--- config.mk ---
export PLATFORM = sky130hd
export DESIGN_NAME = four_wheel_speed_pi_controller_flat
export DESIGN_NICKNAME = d
export VERILOG_FILES = /design/src/rtl/fwspi_pkg.sv /design/src/rtl/fwspi_in_if.sv /design/src/rtl/fwspi_out_if.sv /design/src/rtl/fwspi_cfg_if.sv /design/src/rtl/fwspi_ctrl.sv /design/src/rtl/fwspi_dp.sv /design/src/rtl/four_wheel_speed_pi_controller.sv /design/src/flat_wrapper.sv
export SDC_FILE = /design/constraint.sdc
export NUM_CORES = 2
export LEC_CHECK = 0
export BUFFER_PORTS_ARGS = -buffer_cell sky130_fd_sc_hd__buf_2
export CAP_MARGIN = 20
export CORE_UTILIZATION = 59
export DETAILED_ROUTE_END_ITERATION = 16
export PLACE_DENSITY = 0.84
export SLEW_MARGIN = 15
export SYNTH_ARGS = -nofsm -noshare
export SYNTH_HDL_FRONTEND = slang
export SYNTH_SLANG_ARGS = --single-unit
--- constraint.sdc ---
create_clock -name clk -period 19.9 [get_ports clk]
set_input_delay 1.99 -clock clk [delete_from_list [all_inputs] [get_ports clk]]
set_output_delay 1.99 -clock clk [all_outputs]
set_load 0.01 [all_outputs]
--- src/rtl/fwspi_pkg.sv ---
// ----------------------------------------------------------------------------
// fwspi_pkg: shared types and constants
// Operation codes, register indexes and the command/status structs that
// join the sequencer and the datapath of the four-wheel speed controller.
// ----------------------------------------------------------------------------
package fwspi_pkg;

	localparam int COUNT_WIDTH_DEF = 32;

	// operation codes of an input beat
	localparam logic [2:0] OP_EDGE   = 3'd0;
	localparam logic [2:0] OP_TICK   = 3'd1;
	localparam logic [2:0] OP_LOAD   = 3'd2;
	localparam logic [2:0] OP_BRAKE  = 3'd3;
	localparam logic [2:0] OP_RESET  = 3'd4;
	localparam logic [2:0] OP_STOP   = 3'd5;
	localparam logic [2:0] OP_START  = 3'd6;

	// configuration register indexes
	localparam logic [2:0] REG_PROP      = 3'd0;
	localparam logic [2:0] REG_INTEG     = 3'd1;
	localparam logic [2:0] REG_PAIR_PROP = 3'd2;
	localparam logic [2:0] REG_PAIR_INTEG= 3'd3;
	localparam logic [2:0] REG_RATE      = 3'd4;
	localparam logic [2:0] REG_DEAD_ZONE = 3'd5;

	localparam logic [15:0] RATE_RST = 16'd100;
	localparam logic [7:0]  DUTY_MAX = 8'd255;

	typedef enum logic [1:0] {A_DIFF, A_ERR, A_COUP} a_sel_t;
	typedef enum logic [2:0] {B_RATE, B_IG, B_PIG, B_PG, B_PPG} b_sel_t;
	typedef enum logic [1:0] {ACC_NONE, ACC_INTEG, ACC_OFFSET, ACC_ADD} acc_op_t;
	typedef enum logic [2:0] {
		WR_NONE, WR_ITEM, WR_ERR, WR_PAIR, WR_INTEG, WR_DUTY, WR_FINISH
	} wr_op_t;

	typedef struct packed {
		logic [1:0] wheel;
		logic       diff_en;
		logic       mul_en;
		a_sel_t     a_sel;
		b_sel_t     b_sel;
		acc_op_t    acc_op;
		wr_op_t     wr_op;
	} cmd_t;

	typedef struct packed {
		logic [2:0] op;
		logic       loop_en;
	} status_t;

endpackage

--- src/rtl/fwspi_in_if.sv ---
// ----------------------------------------------------------------------------
// fwspi_in_if: input item channel
// Valid/ready channel carrying one operation beat.
// ----------------------------------------------------------------------------
interface fwspi_in_if;
	logic        valid;
	logic        ready;
	logic [2:0]  operation;
	logic [1:0]  wheel;
	logic [30:0] tick_count;
	logic        direction;
	logic [15:0] target_speed;
	logic        pair_straight;

	modport source (output valid, operation, wheel, tick_count, direction,
		target_speed, pair_straight, input ready);
	modport sink (input valid, operation, wheel, tick_count, direction,
		target_speed, pair_straight, output ready);
endinterface

--- src/rtl/fwspi_out_if.sv ---
// ----------------------------------------------------------------------------
// fwspi_out_if: result channel
// Valid/ready channel carrying duties and wheel status.
// ----------------------------------------------------------------------------
interface fwspi_out_if;
	logic       valid;
	logic       ready;
	logic [7:0] duty_a;
	logic [7:0] duty_b;
	logic [7:0] duty_c;
	logic [7:0] duty_d;
	logic [3:0] running_mask;
	logic [3:0] polarity_mask;
	logic       loop_active;

	modport source (output valid, duty_a, duty_b, duty_c, duty_d, running_mask,
		polarity_mask, loop_active, input ready);
	modport sink (input valid, duty_a, duty_b, duty_c, duty_d, running_mask,
		polarity_mask, loop_active, output ready);
endinterface

--- src/rtl/fwspi_cfg_if.sv ---
// ----------------------------------------------------------------------------
// fwspi_cfg_if: configuration write channel
// Valid/ready channel carrying a register index and write data.
// ----------------------------------------------------------------------------
interface fwspi_cfg_if;
	logic        valid;
	logic        ready;
	logic [2:0]  index;
	logic [31:0] data;

	modport source (output valid, index, data, input ready);
	modport sink (input valid, index, data, output ready);
endinterface

--- src/rtl/fwspi_ctrl.sv ---
// ----------------------------------------------------------------------------
// fwspi_ctrl: sequencer
// Walks one control tick through the shared multiplier wheel by wheel and
// issues single-cycle updates for the other operations.
// ----------------------------------------------------------------------------
module fwspi_ctrl (
	input  logic               clk,
	input  logic               arst_n,
	input  logic               in_fire,
	input  logic               out_ready,
	input  fwspi_pkg::status_t status,
	output logic               in_ready,
	output logic               out_valid,
	output fwspi_pkg::cmd_t    cmd
);

	typedef enum logic [3:0] {
		S_IDLE, S_DECODE, S_DIFF, S_SPD, S_ERR, S_PAIR,
		S_I0, S_I1, S_I2, S_I3, S_C0, S_C1, S_C2, S_C3, S_FIN, S_OUT
	} state_t;

	state_t     state_q;
	logic [1:0] wcnt_q;
	logic       in_ready_q;
	logic       out_valid_q;

	// state, wheel counter and handshake flags
	always_ff @(posedge clk or negedge arst_n) begin
		if (!arst_n) begin
			state_q     <= S_IDLE;
			wcnt_q      <= 2'd0;
			in_ready_q  <= 1'b1;
			out_valid_q <= 1'b0;
		end else begin
			unique case (state_q)
				S_IDLE: begin
					if (in_fire) begin
						state_q    <= S_DECODE;
						in_ready_q <= 1'b0;
					end
				end
				S_DECODE: begin
					wcnt_q <= 2'd0;
					if (status.op == fwspi_pkg::OP_TICK && status.loop_en) begin
						state_q <= S_DIFF;
					end else begin
						state_q     <= S_OUT;
						out_valid_q <= 1'b1;
					end
				end
				S_DIFF: state_q <= S_SPD;
				S_SPD:  state_q <= S_ERR;
				S_ERR: begin
					wcnt_q <= wcnt_q + 2'd1;
					state_q <= (wcnt_q == 2'd3) ? S_PAIR : S_DIFF;
				end
				S_PAIR: state_q <= S_I0;
				S_I0:   state_q <= S_I1;
				S_I1:   state_q <= S_I2;
				S_I2:   state_q <= S_I3;
				S_I3:   state_q <= S_C0;
				S_C0:   state_q <= S_C1;
				S_C1:   state_q <= S_C2;
				S_C2:   state_q <= S_C3;
				S_C3: begin
					wcnt_q <= wcnt_q + 2'd1;
					state_q <= (wcnt_q == 2'd3) ? S_FIN : S_I0;
				end
				S_FIN: begin
					state_q     <= S_OUT;
					out_valid_q <= 1'b1;
				end
				S_OUT: begin
					if (out_ready) begin
						state_q     <= S_IDLE;
						out_valid_q <= 1'b0;
						in_ready_q  <= 1'b1;
					end
				end
				default: state_q <= S_IDLE;
			endcase
		end
	end

	// command decode
	always_comb begin
		cmd         = '0;
		cmd.wheel   = wcnt_q;
		cmd.a_sel   = fwspi_pkg::A_DIFF;
		cmd.b_sel   = fwspi_pkg::B_RATE;
		cmd.acc_op  = fwspi_pkg::ACC_NONE;
		cmd.wr_op   = fwspi_pkg::WR_NONE;
		unique case (state_q)
			S_DECODE: begin
				if (status.op != fwspi_pkg::OP_TICK) cmd.wr_op = fwspi_pkg::WR_ITEM;
			end
			S_DIFF: cmd.diff_en = 1'b1;
			S_SPD:  cmd.mul_en  = 1'b1;
			S_ERR:  cmd.wr_op   = fwspi_pkg::WR_ERR;
			S_PAIR: cmd.wr_op   = fwspi_pkg::WR_PAIR;
			S_I0: begin
				cmd.mul_en = 1'b1;
				cmd.a_sel  = fwspi_pkg::A_ERR;
				cmd.b_sel  = fwspi_pkg::B_IG;
			end
			S_I1: begin
				cmd.mul_en = 1'b1;
				cmd.a_sel  = fwspi_pkg::A_COUP;
				cmd.b_sel  = fwspi_pkg::B_PIG;
				cmd.acc_op = fwspi_pkg::ACC_INTEG;
			end
			S_I2: cmd.acc_op = fwspi_pkg::ACC_ADD;
			S_I3: cmd.wr_op  = fwspi_pkg::WR_INTEG;
			S_C0: begin
				cmd.mul_en = 1'b1;
				cmd.a_sel  = fwspi_pkg::A_ERR;
				cmd.b_sel  = fwspi_pkg::B_PG;
			end
			S_C1: begin
				cmd.mul_en = 1'b1;
				cmd.a_sel  = fwspi_pkg::A_COUP;
				cmd.b_sel  = fwspi_pkg::B_PPG;
				cmd.acc_op = fwspi_pkg::ACC_OFFSET;
			end
			S_C2:  cmd.acc_op = fwspi_pkg::ACC_ADD;
			S_C3:  cmd.wr_op  = fwspi_pkg::WR_DUTY;
			S_FIN: cmd.wr_op  = fwspi_pkg::WR_FINISH;
			default: ;
		endcase
	end

	assign in_ready  = in_ready_q;
	assign out_valid = out_valid_q;

endmodule

--- src/rtl/fwspi_dp.sv ---
// ----------------------------------------------------------------------------
// fwspi_dp: datapath
// Wheel state, configuration registers, one shared signed multiplier and an
// accumulator; wheel and scratch updates are steered by the sequencer's command.
// ----------------------------------------------------------------------------
module fwspi_dp #(
	parameter int COUNT_WIDTH = fwspi_pkg::COUNT_WIDTH_DEF
) (
	input  logic               clk,
	input  logic               arst_n,
	input  fwspi_pkg::cmd_t    cmd,
	output fwspi_pkg::status_t status,
	input  logic               item_load,
	input  logic [2:0]         operation,
	input  logic [1:0]         wheel,
	input  logic [30:0]        tick_count,
	input  logic               direction,
	input  logic [15:0]        target_speed,
	input  logic               pair_straight,
	input  logic               cfg_we,
	input  logic [2:0]         cfg_index,
	input  logic [31:0]        cfg_data,
	output logic [7:0]         duty_a,
	output logic [7:0]         duty_b,
	output logic [7:0]         duty_c,
	output logic [7:0]         duty_d,
	output logic [3:0]         running_mask,
	output logic [3:0]         polarity_mask,
	output logic               loop_active
);

	localparam int CW = COUNT_WIDTH;
	localparam int DW = 41;                     // clamped difference / error
	localparam int XW = (CW > DW) ? CW : DW;
	localparam int PW = DW + 17;                // product
	localparam int EW = PW + 1;
	localparam int AW = PW + 3;                 // accumulator
	localparam logic signed [DW-1:0] LIM   = {1'b0, {(DW-1){1'b1}}};
	localparam logic signed [XW-1:0] LIM_X = {{(XW-DW+1){1'b0}}, {(DW-1){1'b1}}};
	localparam logic signed [EW-1:0] LIM_E = {{(EW-DW+1){1'b0}}, {(DW-1){1'b1}}};
	localparam logic signed [AW-1:0] ISAT_LO = -(AW'(64'sd2147483648));
	localparam logic signed [AW-1:0] CMD_MAX = AW'(32'sd65280);
	localparam logic [7:0] DUTY_MAX_C = fwspi_pkg::DUTY_MAX;

	// configuration
	logic [15:0] pg_q, ig_q, ppg_q, pig_q, rate_q;
	logic [31:0] dz_q;

	// item
	logic [2:0]  op_q;
	logic [1:0]  wh_q;
	logic [30:0] tick_q;
	logic        dir_q, ps_q;
	logic [15:0] tgt_q;

	// wheel state
	logic [CW-1:0]        rem_q  [4];
	logic [CW-1:0]        prev_q [4];
	logic [15:0]          want_q [4];
	logic signed [31:0]   integ_q[4];
	logic [7:0]           duty_q [4];
	logic [3:0]           run_q, pol_q;
	logic [1:0]           flags_q;
	logic                 loop_q;

	// scratch
	logic signed [DW-1:0] err_q  [4];
	logic signed [DW-1:0] coup_q [4];
	logic signed [DW-1:0] diff_q;
	logic signed [PW-1:0] prod_q;
	logic signed [AW-1:0] acc_q;

	function automatic logic signed [DW-1:0] cdiff(logic [CW-1:0] a, logic [CW-1:0] b);
		logic [CW-1:0]        s;
		logic signed [XW-1:0] x;
		s = a - b;
		x = XW'(signed'(s));
		if (x > LIM_X) return LIM;
		else if (x < -LIM_X) return -LIM;
		else return x[DW-1:0];
	endfunction

	function automatic logic positive(logic [CW-1:0] v);
		return !v[CW-1] && (|v);
	endfunction

	logic [1:0]           w;
	logic [7:0]           off;
	logic signed [DW-1:0] a_op;
	logic [15:0]          b_op;
	logic signed [EW-1:0] err_raw;
	logic [CW-1:0]        load_cnt;
	logic [15:0]          top;
	logic signed [AW-1:0] top_a;
	logic signed [DW-1:0] px, py;

	assign w       = cmd.wheel;
	assign off     = dz_q[8*w +: 8];
	assign top     = {8'(DUTY_MAX_C - off), 8'd0};
	assign top_a   = AW'(signed'({1'b0, top}));
	assign load_cnt = CW'({33'd0, tick_q});
	assign err_raw = EW'(signed'({1'b0, want_q[w]})) - EW'(prod_q);
	assign px      = flags_q[0] ? cdiff(rem_q[2], rem_q[0]) : '0;
	assign py      = flags_q[1] ? cdiff(rem_q[3], rem_q[1]) : '0;

	// multiplier operand select
	always_comb begin
		case (cmd.a_sel)
			fwspi_pkg::A_ERR:  a_op = err_q[w];
			fwspi_pkg::A_COUP: a_op = coup_q[w];
			default:           a_op = diff_q;
		endcase
		case (cmd.b_sel)
			fwspi_pkg::B_IG:  b_op = ig_q;
			fwspi_pkg::B_PIG: b_op = pig_q;
			fwspi_pkg::B_PG:  b_op = pg_q;
			fwspi_pkg::B_PPG: b_op = ppg_q;
			default:          b_op = rate_q;
		endcase
	end

	// difference, product and accumulator
	always_ff @(posedge clk) begin
		if (cmd.diff_en) diff_q <= cdiff(prev_q[w], rem_q[w]);
		if (cmd.mul_en) prod_q <= PW'(a_op) * PW'(signed'({1'b0, b_op}));
		case (cmd.acc_op)
			fwspi_pkg::ACC_INTEG:  acc_q <= AW'(integ_q[w]) + AW'(prod_q);
			fwspi_pkg::ACC_OFFSET: acc_q <= AW'(signed'({1'b0, off, 8'd0}))
				+ AW'(integ_q[w]) + AW'(prod_q);
			fwspi_pkg::ACC_ADD:    acc_q <= acc_q + AW'(prod_q);
			default: ;
		endcase
		if (cmd.wr_op == fwspi_pkg::WR_ERR) begin
			if (err_raw > LIM_E) err_q[w] <= LIM;
			else if (err_raw < -LIM_E) err_q[w] <= -LIM;
			else err_q[w] <= err_raw[DW-1:0];
		end
		if (cmd.wr_op == fwspi_pkg::WR_PAIR) begin
			coup_q[0] <= -px;
			coup_q[2] <= px;
			coup_q[1] <= -py;
			coup_q[3] <= py;
		end
	end

	// item capture
	always_ff @(posedge clk or negedge arst_n) begin
		if (!arst_n) begin
			op_q <= fwspi_pkg::OP_EDGE;
		end else if (item_load) begin
			op_q <= operation;
		end
	end

	always_ff @(posedge clk) begin
		if (item_load) begin
			wh_q   <= wheel;
			tick_q <= tick_count;
			dir_q  <= direction;
			tgt_q  <= target_speed;
			ps_q   <= pair_straight;
		end
	end

	// configuration registers
	always_ff @(posedge clk or negedge arst_n) begin
		if (!arst_n) begin
			pg_q   <= '0;
			ig_q   <= '0;
			ppg_q  <= '0;
			pig_q  <= '0;
			rate_q <= fwspi_pkg::RATE_RST;
			dz_q   <= '0;
		end else if (cfg_we) begin
			unique case (cfg_index)
				fwspi_pkg::REG_PROP:       pg_q   <= cfg_data[15:0];
				fwspi_pkg::REG_INTEG:      ig_q   <= cfg_data[15:0];
				fwspi_pkg::REG_PAIR_PROP:  ppg_q  <= cfg_data[15:0];
				fwspi_pkg::REG_PAIR_INTEG: pig_q  <= cfg_data[15:0];
				fwspi_pkg::REG_RATE:       rate_q <= cfg_data[15:0];
				fwspi_pkg::REG_DEAD_ZONE:  dz_q   <= cfg_data;
				default: ;
			endcase
		end
	end

	// wheel state updates
	always_ff @(posedge clk or negedge arst_n) begin
		if (!arst_n) begin
			for (int i = 0; i < 4; i++) begin
				rem_q[i]   <= '0;
				prev_q[i]  <= '0;
				want_q[i]  <= '0;
				integ_q[i] <= '0;
				duty_q[i]  <= '0;
			end
			run_q   <= '0;
			pol_q   <= '0;
			flags_q <= '0;
			loop_q  <= 1'b0;
		end else begin
			case (cmd.wr_op)
				fwspi_pkg::WR_ITEM: begin
					case (op_q)
						fwspi_pkg::OP_EDGE: rem_q[wh_q] <= rem_q[wh_q] - CW'(1);
						fwspi_pkg::OP_LOAD: begin
							rem_q[wh_q]  <= load_cnt;
							prev_q[wh_q] <= load_cnt;
							want_q[wh_q] <= tgt_q;
							pol_q[wh_q]  <= dir_q;
							if (positive(load_cnt)) run_q[wh_q] <= 1'b1;
							loop_q <= 1'b1;
							flags_q[wh_q[0]] <= ps_q;
						end
						fwspi_pkg::OP_BRAKE, fwspi_pkg::OP_RESET: begin
							if (op_q == fwspi_pkg::OP_RESET) begin
								rem_q[wh_q]  <= '0;
								prev_q[wh_q] <= '0;
								want_q[wh_q] <= '0;
							end
							run_q[wh_q]      <= 1'b0;
							duty_q[wh_q]     <= '0;
							integ_q[wh_q]    <= '0;
							flags_q[wh_q[0]] <= 1'b0;
						end
						fwspi_pkg::OP_STOP: begin
							loop_q  <= 1'b0;
							run_q   <= '0;
							flags_q <= '0;
							for (int i = 0; i < 4; i++) begin
								duty_q[i]  <= '0;
								integ_q[i] <= '0;
							end
						end
						fwspi_pkg::OP_START: begin
							for (int i = 0; i < 4; i++)
								if (positive(rem_q[i])) run_q[i] <= 1'b1;
							loop_q <= 1'b1;
						end
						default: ;
					endcase
				end
				fwspi_pkg::WR_ERR: prev_q[w] <= rem_q[w];
				fwspi_pkg::WR_INTEG: begin
					if (acc_q > top_a) integ_q[w] <= 32'(top_a);
					else if (acc_q < ISAT_LO) integ_q[w] <= 32'(ISAT_LO);
					else integ_q[w] <= acc_q[31:0];
				end
				fwspi_pkg::WR_DUTY: begin
					if (run_q[w]) begin
						if (positive(rem_q[w])) begin
							// zero or negative command gives zero duty
							if (acc_q[AW-1] || acc_q == '0) duty_q[w] <= '0;
							else if (acc_q >= CMD_MAX) duty_q[w] <= DUTY_MAX_C;
							else duty_q[w] <= acc_q[15:8];
						end else begin
							run_q[w]      <= 1'b0;
							duty_q[w]     <= '0;
							integ_q[w]    <= '0;
							flags_q[w[0]] <= 1'b0;
						end
					end
				end
				fwspi_pkg::WR_FINISH: begin
					if (run_q == 4'd0) begin
						for (int i = 0; i < 4; i++) begin
							rem_q[i]   <= '0;
							prev_q[i]  <= '0;
							want_q[i]  <= '0;
							integ_q[i] <= '0;
							duty_q[i]  <= '0;
						end
						flags_q <= '0;
						loop_q  <= 1'b0;
					end
				end
				default: ;
			endcase
		end
	end

	assign status.op      = op_q;
	assign status.loop_en = loop_q;

	assign duty_a        = duty_q[0];
	assign duty_b        = duty_q[1];
	assign duty_c        = duty_q[2];
	assign duty_d        = duty_q[3];
	assign running_mask  = run_q;
	assign polarity_mask = pol_q & run_q;
	assign loop_active   = loop_q;

endmodule

--- src/rtl/four_wheel_speed_pi_controller.sv ---
// ----------------------------------------------------------------------------
// four_wheel_speed_pi_controller: four-wheel PI speed controller
// Encoder countdowns, PI loops with A/C and B/D cross-coupling, PWM duties.
// ----------------------------------------------------------------------------
// Usage:
//  in_ch  carries one operation beat (edge, control tick, load, brake, reset
//         wheel, stop all, start all); it is taken when valid and ready meet.
//  out_ch returns exactly one beat per input beat: the four duties, running
//         and polarity masks and the loop flag as they stand after the item.
//  cfg    writes gain, rate and dead-zone registers; always ready. Write only
//         while no item is in flight.
// Timing: a control tick with the loop active runs from accept to result in steps
//  (one to decode, three per wheel for speed error, one for the pair
//  differences, eight per wheel through the one shared multiplier, one to
//  finish, one to present the result); every other beat goes from decode to result.
//  One item is in work at a time, so a new beat is accepted the cycle after
//  the result beat is taken.
// Reset clears all wheel state and loads the register defaults. A stalled
//  result holds out_ch steady and keeps in_ch ready low until it is taken.
// ----------------------------------------------------------------------------
module four_wheel_speed_pi_controller #(
	parameter int COUNT_WIDTH = fwspi_pkg::COUNT_WIDTH_DEF
) (
	input  logic          clk,
	input  logic          arst_n,
	fwspi_in_if.sink      in_ch,
	fwspi_out_if.source   out_ch,
	fwspi_cfg_if.sink     cfg
);

	fwspi_pkg::cmd_t    cmd;
	fwspi_pkg::status_t status;
	logic               in_fire;

	assign in_fire   = in_ch.valid & in_ch.ready;
	assign cfg.ready = 1'b1;

	// sequencer
	fwspi_ctrl u_ctrl (
		.clk       (clk),
		.arst_n    (arst_n),
		.in_fire   (in_fire),
		.out_ready (out_ch.ready),
		.status    (status),
		.in_ready  (in_ch.ready),
		.out_valid (out_ch.valid),
		.cmd       (cmd)
	);

	// datapath
	fwspi_dp #(
		.COUNT_WIDTH (COUNT_WIDTH)
	) u_dp (
		.clk           (clk),
		.arst_n        (arst_n),
		.cmd           (cmd),
		.status        (status),
		.item_load     (in_fire),
		.operation     (in_ch.operation),
		.wheel         (in_ch.wheel),
		.tick_count    (in_ch.tick_count),
		.direction     (in_ch.direction),
		.target_speed  (in_ch.target_speed),
		.pair_straight (in_ch.pair_straight),
		.cfg_we        (cfg.valid),
		.cfg_index     (cfg.index),
		.cfg_data      (cfg.data),
		.duty_a        (out_ch.duty_a),
		.duty_b        (out_ch.duty_b),
		.duty_c        (out_ch.duty_c),
		.duty_d        (out_ch.duty_d),
		.running_mask  (out_ch.running_mask),
		.polarity_mask (out_ch.polarity_mask),
		.loop_active   (out_ch.loop_active)
	);

endmodule
--- src/flat_wrapper.sv ---
// flat-port wrapper written by rule: the top's interface ports become plain ports
module four_wheel_speed_pi_controller_flat 
#(
	parameter int COUNT_WIDTH = fwspi_pkg::COUNT_WIDTH_DEF
)
  (clk, arst_n, in_ch_valid, in_ch_operation, in_ch_wheel, in_ch_tick_count, in_ch_direction, in_ch_target_speed, in_ch_pair_straight, in_ch_ready, out_ch_valid, out_ch_duty_a, out_ch_duty_b, out_ch_duty_c, out_ch_duty_d, out_ch_running_mask, out_ch_polarity_mask, out_ch_loop_active, out_ch_ready, cfg_valid, cfg_index, cfg_data, cfg_ready);
  fwspi_in_if in_ch_i ();
  fwspi_out_if out_ch_i ();
  fwspi_cfg_if cfg_i ();
  input  logic clk;
  input  logic arst_n;
  input wire logic [$bits(in_ch_i.valid)-1:0] in_ch_valid;
  input wire logic [$bits(in_ch_i.operation)-1:0] in_ch_operation;
  input wire logic [$bits(in_ch_i.wheel)-1:0] in_ch_wheel;
  input wire logic [$bits(in_ch_i.tick_count)-1:0] in_ch_tick_count;
  input wire logic [$bits(in_ch_i.direction)-1:0] in_ch_direction;
  input wire logic [$bits(in_ch_i.target_speed)-1:0] in_ch_target_speed;
  input wire logic [$bits(in_ch_i.pair_straight)-1:0] in_ch_pair_straight;
  output wire logic [$bits(in_ch_i.ready)-1:0] in_ch_ready;
  output wire logic [$bits(out_ch_i.valid)-1:0] out_ch_valid;
  output wire logic [$bits(out_ch_i.duty_a)-1:0] out_ch_duty_a;
  output wire logic [$bits(out_ch_i.duty_b)-1:0] out_ch_duty_b;
  output wire logic [$bits(out_ch_i.duty_c)-1:0] out_ch_duty_c;
  output wire logic [$bits(out_ch_i.duty_d)-1:0] out_ch_duty_d;
  output wire logic [$bits(out_ch_i.running_mask)-1:0] out_ch_running_mask;
  output wire logic [$bits(out_ch_i.polarity_mask)-1:0] out_ch_polarity_mask;
  output wire logic [$bits(out_ch_i.loop_active)-1:0] out_ch_loop_active;
  input wire logic [$bits(out_ch_i.ready)-1:0] out_ch_ready;
  input wire logic [$bits(cfg_i.valid)-1:0] cfg_valid;
  input wire logic [$bits(cfg_i.index)-1:0] cfg_index;
  input wire logic [$bits(cfg_i.data)-1:0] cfg_data;
  output wire logic [$bits(cfg_i.ready)-1:0] cfg_ready;
  assign in_ch_i.valid = in_ch_valid;
  assign in_ch_i.operation = in_ch_operation;
  assign in_ch_i.wheel = in_ch_wheel;
  assign in_ch_i.tick_count = in_ch_tick_count;
  assign in_ch_i.direction = in_ch_direction;
  assign in_ch_i.target_speed = in_ch_target_speed;
  assign in_ch_i.pair_straight = in_ch_pair_straight;
  assign in_ch_ready = in_ch_i.ready;
  assign out_ch_valid = out_ch_i.valid;
  assign out_ch_duty_a = out_ch_i.duty_a;
  assign out_ch_duty_b = out_ch_i.duty_b;
  assign out_ch_duty_c = out_ch_i.duty_c;
  assign out_ch_duty_d = out_ch_i.duty_d;
  assign out_ch_running_mask = out_ch_i.running_mask;
  assign out_ch_polarity_mask = out_ch_i.polarity_mask;
  assign out_ch_loop_active = out_ch_i.loop_active;
  assign out_ch_i.ready = out_ch_ready;
  assign cfg_i.valid = cfg_valid;
  assign cfg_i.index = cfg_index;
  assign cfg_i.data = cfg_data;
  assign cfg_ready = cfg_i.ready;
  four_wheel_speed_pi_controller #(.COUNT_WIDTH(COUNT_WIDTH)) u_core (.clk(clk), .arst_n(arst_n), .in_ch(in_ch_i), .out_ch(out_ch_i), .cfg(cfg_i));
endmodule
# ---- Yosys cells after proc, flatten, opt, wreduce, memory -nomap -nowiden
# Memories as Yosys holds them, arrays and structs flattened.
# Index checks and enable logic that the tools add are counted.
dict set report op_classes {
  add_sub_neg 13
  mul 1
  n_lt_le_gt_ge 23
  eq_ne 61
  shifts 1
  mux 130
  bitwise 31
  n_reduce_logical 65
}
# op n
set ops {}
lappend ops {{128-bit 2-to-1 mux} 7}
lappend ops {{128-bit bitwise mux} 6}
lappend ops {{128-bit one-hot mux with 2 select lines} 3}
lappend ops {{128-bit one-hot mux with 3 select lines} 2}
lappend ops {{128-bit bitwise AND} 4}
lappend ops {{128-bit one-hot mux with 4 select lines} 1}
lappend ops {{32-bit 2-to-1 mux} 15}
lappend ops {{41-bit 2-to-1 mux} 9}
lappend ops {{32-bit binary-select mux with 2-bit select} 4}
lappend ops {{128-bit NOT} 2}
lappend ops {{64-bit one-hot mux with 2 select lines} 2}
lappend ops {{61-bit one-hot mux with 3 select lines} 1}
lappend ops {{32-bit OR reduction} 5}
lappend ops {{32-bit demux with 2-bit select} 2}
lappend ops {{64-bit 2-to-1 mux} 2}
lappend ops {{124-bit bitwise AND} 1}
lappend ops {{124-bit NOT} 1}
lappend ops {{32-bit by 41-bit greater-than comparator with 1-bit output (second input constant)} 3}
lappend ops {{32-bit by 41-bit < comparator with 1-bit output (second input constant)} 3}
lappend ops {{32-bit one-hot mux with 3 select lines} 1}
lappend ops {{32-bit subtractor} 3}
lappend ops {{41-bit negation} 2}
lappend ops {{41-bit one-hot mux with 2 select lines} 1}
lappend ops {{32-bit bitwise AND} 2}
lappend ops {{93 further kinds} 243}
dict set report word_totals {
  ff_bits 825
  mem_bits_rw 328
  input_bits 94
  mem_count 2
}
# name words width rd rd_ports_with_merged_regs write_ports line_no
set mem_list {}
lappend mem_list {u_core.u_dp.coup_q 4 41 1 0 4 fwspi_dp.sv:68} ;# logic signed [DW-1:0] coup_q [4];
lappend mem_list {u_core.u_dp.err_q 4 41 1 0 1 fwspi_dp.sv:67} ;# logic signed [DW-1:0] err_q [4];

# ---- Logic depth before layout (Yosys ltp)
dict set report logic_depth {
  word_depth 12
  mapped_depth 39
}

# ---- Modules after synthesis
# From an unflattened synthesis, not the netlist that was laid out.
dict set report unflattened {
  hier_cells 9131
  hier_area_um2 91920.7
}
# mod n_inst cells_each area_per_inst_um2 seq_area_each_um2
set by_module_without_submodules {}
lappend by_module_without_submodules {fwspi_dp 1 9031 91162.4 30513.0}
lappend by_module_without_submodules {fwspi_ctrl 1 97 740.7 201.4}
lappend by_module_without_submodules {four_wheel_speed_pi_controller 1 3 17.5 0.0}

# ---- Worst setup path after synthesis
# No wires, ideal clock.
dict set report synth_path {
  path_kind {reg-to-reg}
  from {register u_core.u_ctrl.state_q[2]}
  to {register u_core.u_dp.prod_q[51] (data pin)}
  t_arrival_ps 8884
  setup_slack_ps 10750
  stages_incl_launch_ff 37
  path_cell_list {dfrtp_1 -> clkbuf_1 -> nor2b_1 -> clkbuf_1 -> o21ai_1 -> clkbuf_1 -> or2_2 -> inv_1 -> ha_1 -> clkbuf_1 -> buf_1 -> nand2_1 -> o21ai_1 -> clkbuf_1 -> nand2_1 -> fa_1 -> inv_1 -> fa_1 -> fa_1 -> fa_1 -> fa_1 -> inv_1 -> fa_1 -> inv_1 -> ha_1 -> a21o_1 -> a21o_1 -> a21oi_1 -> o21ai_0 -> o21ai_0 -> a21oi_1 -> o21ai_0 -> a31o_2 -> nor3_1 -> a2111oi_0 -> o21ai_0 -> xor2_1}
}
dict set report synth_via {
  elab_chain_cells 5
  word_cells_on_any_way 14
  cone_classes {mul (1); eq/ne (10); mux (3)}
}
# item line_no
set synth_lines {}
lappend synth_lines {{start: declaration} fwspi_ctrl.sv:22} ;# state_t state_q;
lappend synth_lines {{start signal: assignment} fwspi_ctrl.sv:55} ;# state_q <= (wcnt_q == 2'd3) ? S_PAIR : S_DIFF;
lappend synth_lines {{start signal: assignment} fwspi_ctrl.sv:67} ;# state_q <= (wcnt_q == 2'd3) ? S_FIN : S_I0;
lappend synth_lines {{4-bit == test / 4-bit by 3-bit == test with 1-bit output (equally long branches)} fwspi_ctrl.sv:93} ;# unique case (state_q)
lappend synth_lines {{5-bit one-hot mux with 4 select lines (*)} fwspi_ctrl.sv:93}
lappend synth_lines {{3-bit == test (tied with other cells)} fwspi_dp.sv:113} ;# case (cmd.b_sel)
lappend synth_lines {{16-bit one-hot mux with 4 select lines / 41-bit one-hot mux with 2 select lines (equally long branches)} {fwspi_dp.sv:113, fwspi_dp.sv:108}}
lappend synth_lines {{41-bit by 17-bit multiplier with 58-bit output (*)} fwspi_dp.sv:125} ;# if (cmd.mul_en) prod_q <= PW'(a_op) * PW'(signed'({1'b0, b_op}));
lappend synth_lines {{end signal: assignment} fwspi_dp.sv:125}
lappend synth_lines {{end: declaration} fwspi_dp.sv:70} ;# logic signed [PW-1:0] prod_q;
# Every way passes the cells marked *; elsewhere a longest branch is shown, timed or not.
# A chain may end at the register's enable or synchronous reset.

# ---- Worst setup path after layout
dict set report layout_path {
  from {register u_core.u_ctrl.state_q[0]}
  to {register u_core.u_dp.prod_q[56] (data pin)}
}
# Same word-level chain as after synthesis.

==> metrics <==
Mapped Cells=about 9,100; min cycle time layout=10,800 ps; Mapped Area=91,600 sq um; initial antenna violation count=10; Die Ht=~400 microns; CTS Buf Count=115; gr usage total=39.1%; Net Count, Synth=10,292; global route overflow=0; final hold vios=0; routed via count=~76,000; FF+latch count, synth=around 1,100; final setup TNS=0 ps; I/O Buffers=136; library cells used by synthesis=101; highest clock rate=92.6 MHz; Clock Path Buffers=3; Seq. cell area=30,700 sq um; Async S/R FF share, synth=54.6%; post_cts resized=0; fin nets=roughly 10,000; TritonRoute pass-1 iters=9; CTS Sinks=roughly 1,100; Die X=between 300 and 400 microns; yosys synthesis warning count=0; top-count cell post-synth=inv_1; Main synth FF type=dfrtp_1; crit start category=register; post-route cell area=between 90,000 and 100,000 sq um; max_cap viols=0; CP Capture Type=register; pre-CTS WS=9400 ps; outcome=completed; filler cell count=about 12,000; Area Growth Syn to Fin=7.79%; final setup margin=between 9000 and 10,000 ps; IO Count=138; first-pass GRT wire length=467 mm; post-route ant nets=0; area of the multi-input gates=55,800 sq um; maximum net fanout on the critical path=between 40 and 50; Vias/cell=~6.8; synth cell count leaders=inv_1 (996), nand2_1 (906), fa_1 (677); slowest CP cell=ha_2; Max stage delay on crit path=780 ps; Hold Path Class=register to register; Critical Path RT=~20,000 ps; Tcrit/Tclk final=between 50% and 60%; Core Area=154,000 sq um; Max Slew Vio Count=0; setup bufs post-CTS=0; # H-tree levels=3; placed cells=10,953; Slew HR=19.7%; CP dominant cell by count=fa_1; DR WL/cell=27.4 microns; clk_lat worst skew=830 ps; post-synth top area share=16.8%; clock slew at reported path FFs=70 ps; RSZ-0062 raised after global routing=no; cts hold-fix bufs=0; pin count of the biggest net entering global routing=170; register area share after synthesis=33.5%; dpl hpwl=between 200 and 250 mm; Setup violations, final=0; critical path class=register to register; routability congestion estimate from global placement=roughly 1.0; syn_area_per_cell=10.1 sq um; starting density of the core=59.5%; dpl cell area=94,600 sq um; clk_skew=71.6 ps; vias in the first global route=approximately 77,000; clk root buf=clkbuf_16; Least-Margin Pin Slew=1190 ps; CTS tree=built; floorplan row count=144; largest cells by area after synthesis=edfxtp_1 (17%), dfrtp_1 (17%), fa_1 (15%), ha_1 (6.0%), mux4_2 (5.5%); total wire length=306 mm; drt first-iter violations=between 9,000 and 10,000; EDFF count, synth=just over 500; ratio of cells with drive above 1 in the final layout=between 10% and 20%; Die ar.=157,000 sq um; Data arrival, critical path=11,300 ps; drt drc=0; dominant cell type by area after synthesis=edfxtp_1; fin cells=11,184
[registers in the layout, summed over array words and instances (netlist names), 31 cells and up]
| name | count |
|---|---|
| u_core.u_dp.rem_q | 128 |
| u_core.u_dp.tick_q | 31 |
| u_core.u_dp.prev_q | 128 |
| u_core.u_dp.err_q | 164 |
| u_core.u_dp.dz_q | 32 |
| u_core.u_dp.integ_q | 128 |
| u_core.u_dp.prod_q | 58 |
| u_core.u_dp.coup_q | 144 |
| u_core.u_dp.want_q | 64 |
| u_core.u_dp.acc_q | 61 |
| u_core.u_dp.diff_q | 33 |
[path summary, 6_finish.rpt]
check                                              start                        to  cells past startpoint  slack (ps)
worst min-delay path             u_core.u_dp.integ_q[26]   u_core.u_dp.integ_q[26]                      1         500
worst max register to register  u_core.u_ctrl.state_q[0]    u_core.u_dp.prod_q[56]                     34        9100
min in group asynchronous                         arst_n     u_core.u_dp.rem_q[56]                      1        1170
worst max-delay path            u_core.u_ctrl.state_q[0]    u_core.u_dp.prod_q[56]                     34        9100
worst min register to register   u_core.u_dp.integ_q[26]   u_core.u_dp.integ_q[26]                      1         500
max in group asynchronous                         arst_n  u_core.u_dp.integ_q[110]                      3       16350
[cell usage in the layout (no fill, tap or decap), types with 121 or more instances in the layout]
| master | synthesis | routed |
|---|---|---|
| a21o_1 | 159 | 159 |
| a21oi_1 | 489 | 483 |
| a22o_1 | 335 | 335 |
| a22oi_1 | 133 | 133 |
| buf_2 | 7 | 136 |
| buf_4 | 1 | 138 |
| dfrtp_1 | 610 | 608 |
| edfxtp_1 | 511 | 511 |
| fa_1 | 677 | 677 |
| ha_1 | 436 | 431 |
| inv_1 | 996 | 995 |
| mux2_2 | 126 | 126 |
| mux2i_1 | 121 | 121 |
| mux4_2 | 224 | 224 |
| nand2_1 | 906 | 904 |
| nor2_1 | 641 | 627 |
| nor2b_1 | 170 | 170 |
| o21ai_0 | 422 | 411 |
| xnor2_1 | 252 | 252 |
| xor2_1 | 152 | 152 |
[routing by layer]
metal / vias up / GRT usage, % / wire length, microns
met5: - / 0 / 69
li1: 31738 / - / -
met1: 37264 / 48.7 / 108000
met4: 10 / 27.3 / 26100
met3: 1381 / 10.5 / 36800
met2: 5415 / 59.4 / 135000
[through the flow]
step / utilization (%) / hold slack [ps]
2_1_floorplan: - / 461
3_3_place_gp: 61.4 / 477
3_5_place_dp: 61.4 / 481
4_1_cts: 64.0 / 503
5_1_grt: 64.1 / 512
6_report: 64.1 / 501
[critical path, delay by kind of cell, from the launching register on]
kind | cells | cell delay [ps]
adders and majority gates | 8 | 4150
AOI/OAI and AO/OA | 9 | 2410
buffers and inverters | 8 | 1780
and+or+nand+nor | 8 | 1360
DFF | 1 | 640
xor gates and xnor gates | 1 | 110
[layout make-up]
type                       count  area share (%)
antenna                        5          0.0127
clock buffer                 134            3.09
clock inverter                86           0.992
inverter                     999            3.80
multi-input combinational   6508            56.5
sequential                  1125            31.1
tap                         2044            2.59
timing repair buffer         283            1.90
[cell families (layout without fill, tap and decap cells)]
kind of cell | count (synthesis) | after routing | synth area share, %
xor+xnor | 404 | 404 | 3.86
flops | 1125 | 1125 | 33.5
simple gates | 2416 | 2416 | 12.2
other cells | 1 | 6 | 0.00409
buf+inv | 1452 | 1502 | 5.97
compound gates | 2102 | 2102 | 15.3
mux | 471 | 471 | 8.38
fa+ha+maj | 1114 | 1114 | 20.8
Power is left out: the tool's default activity adds up to more than one toggle a clock period on the data nets, which glitch-free logic cannot reach.
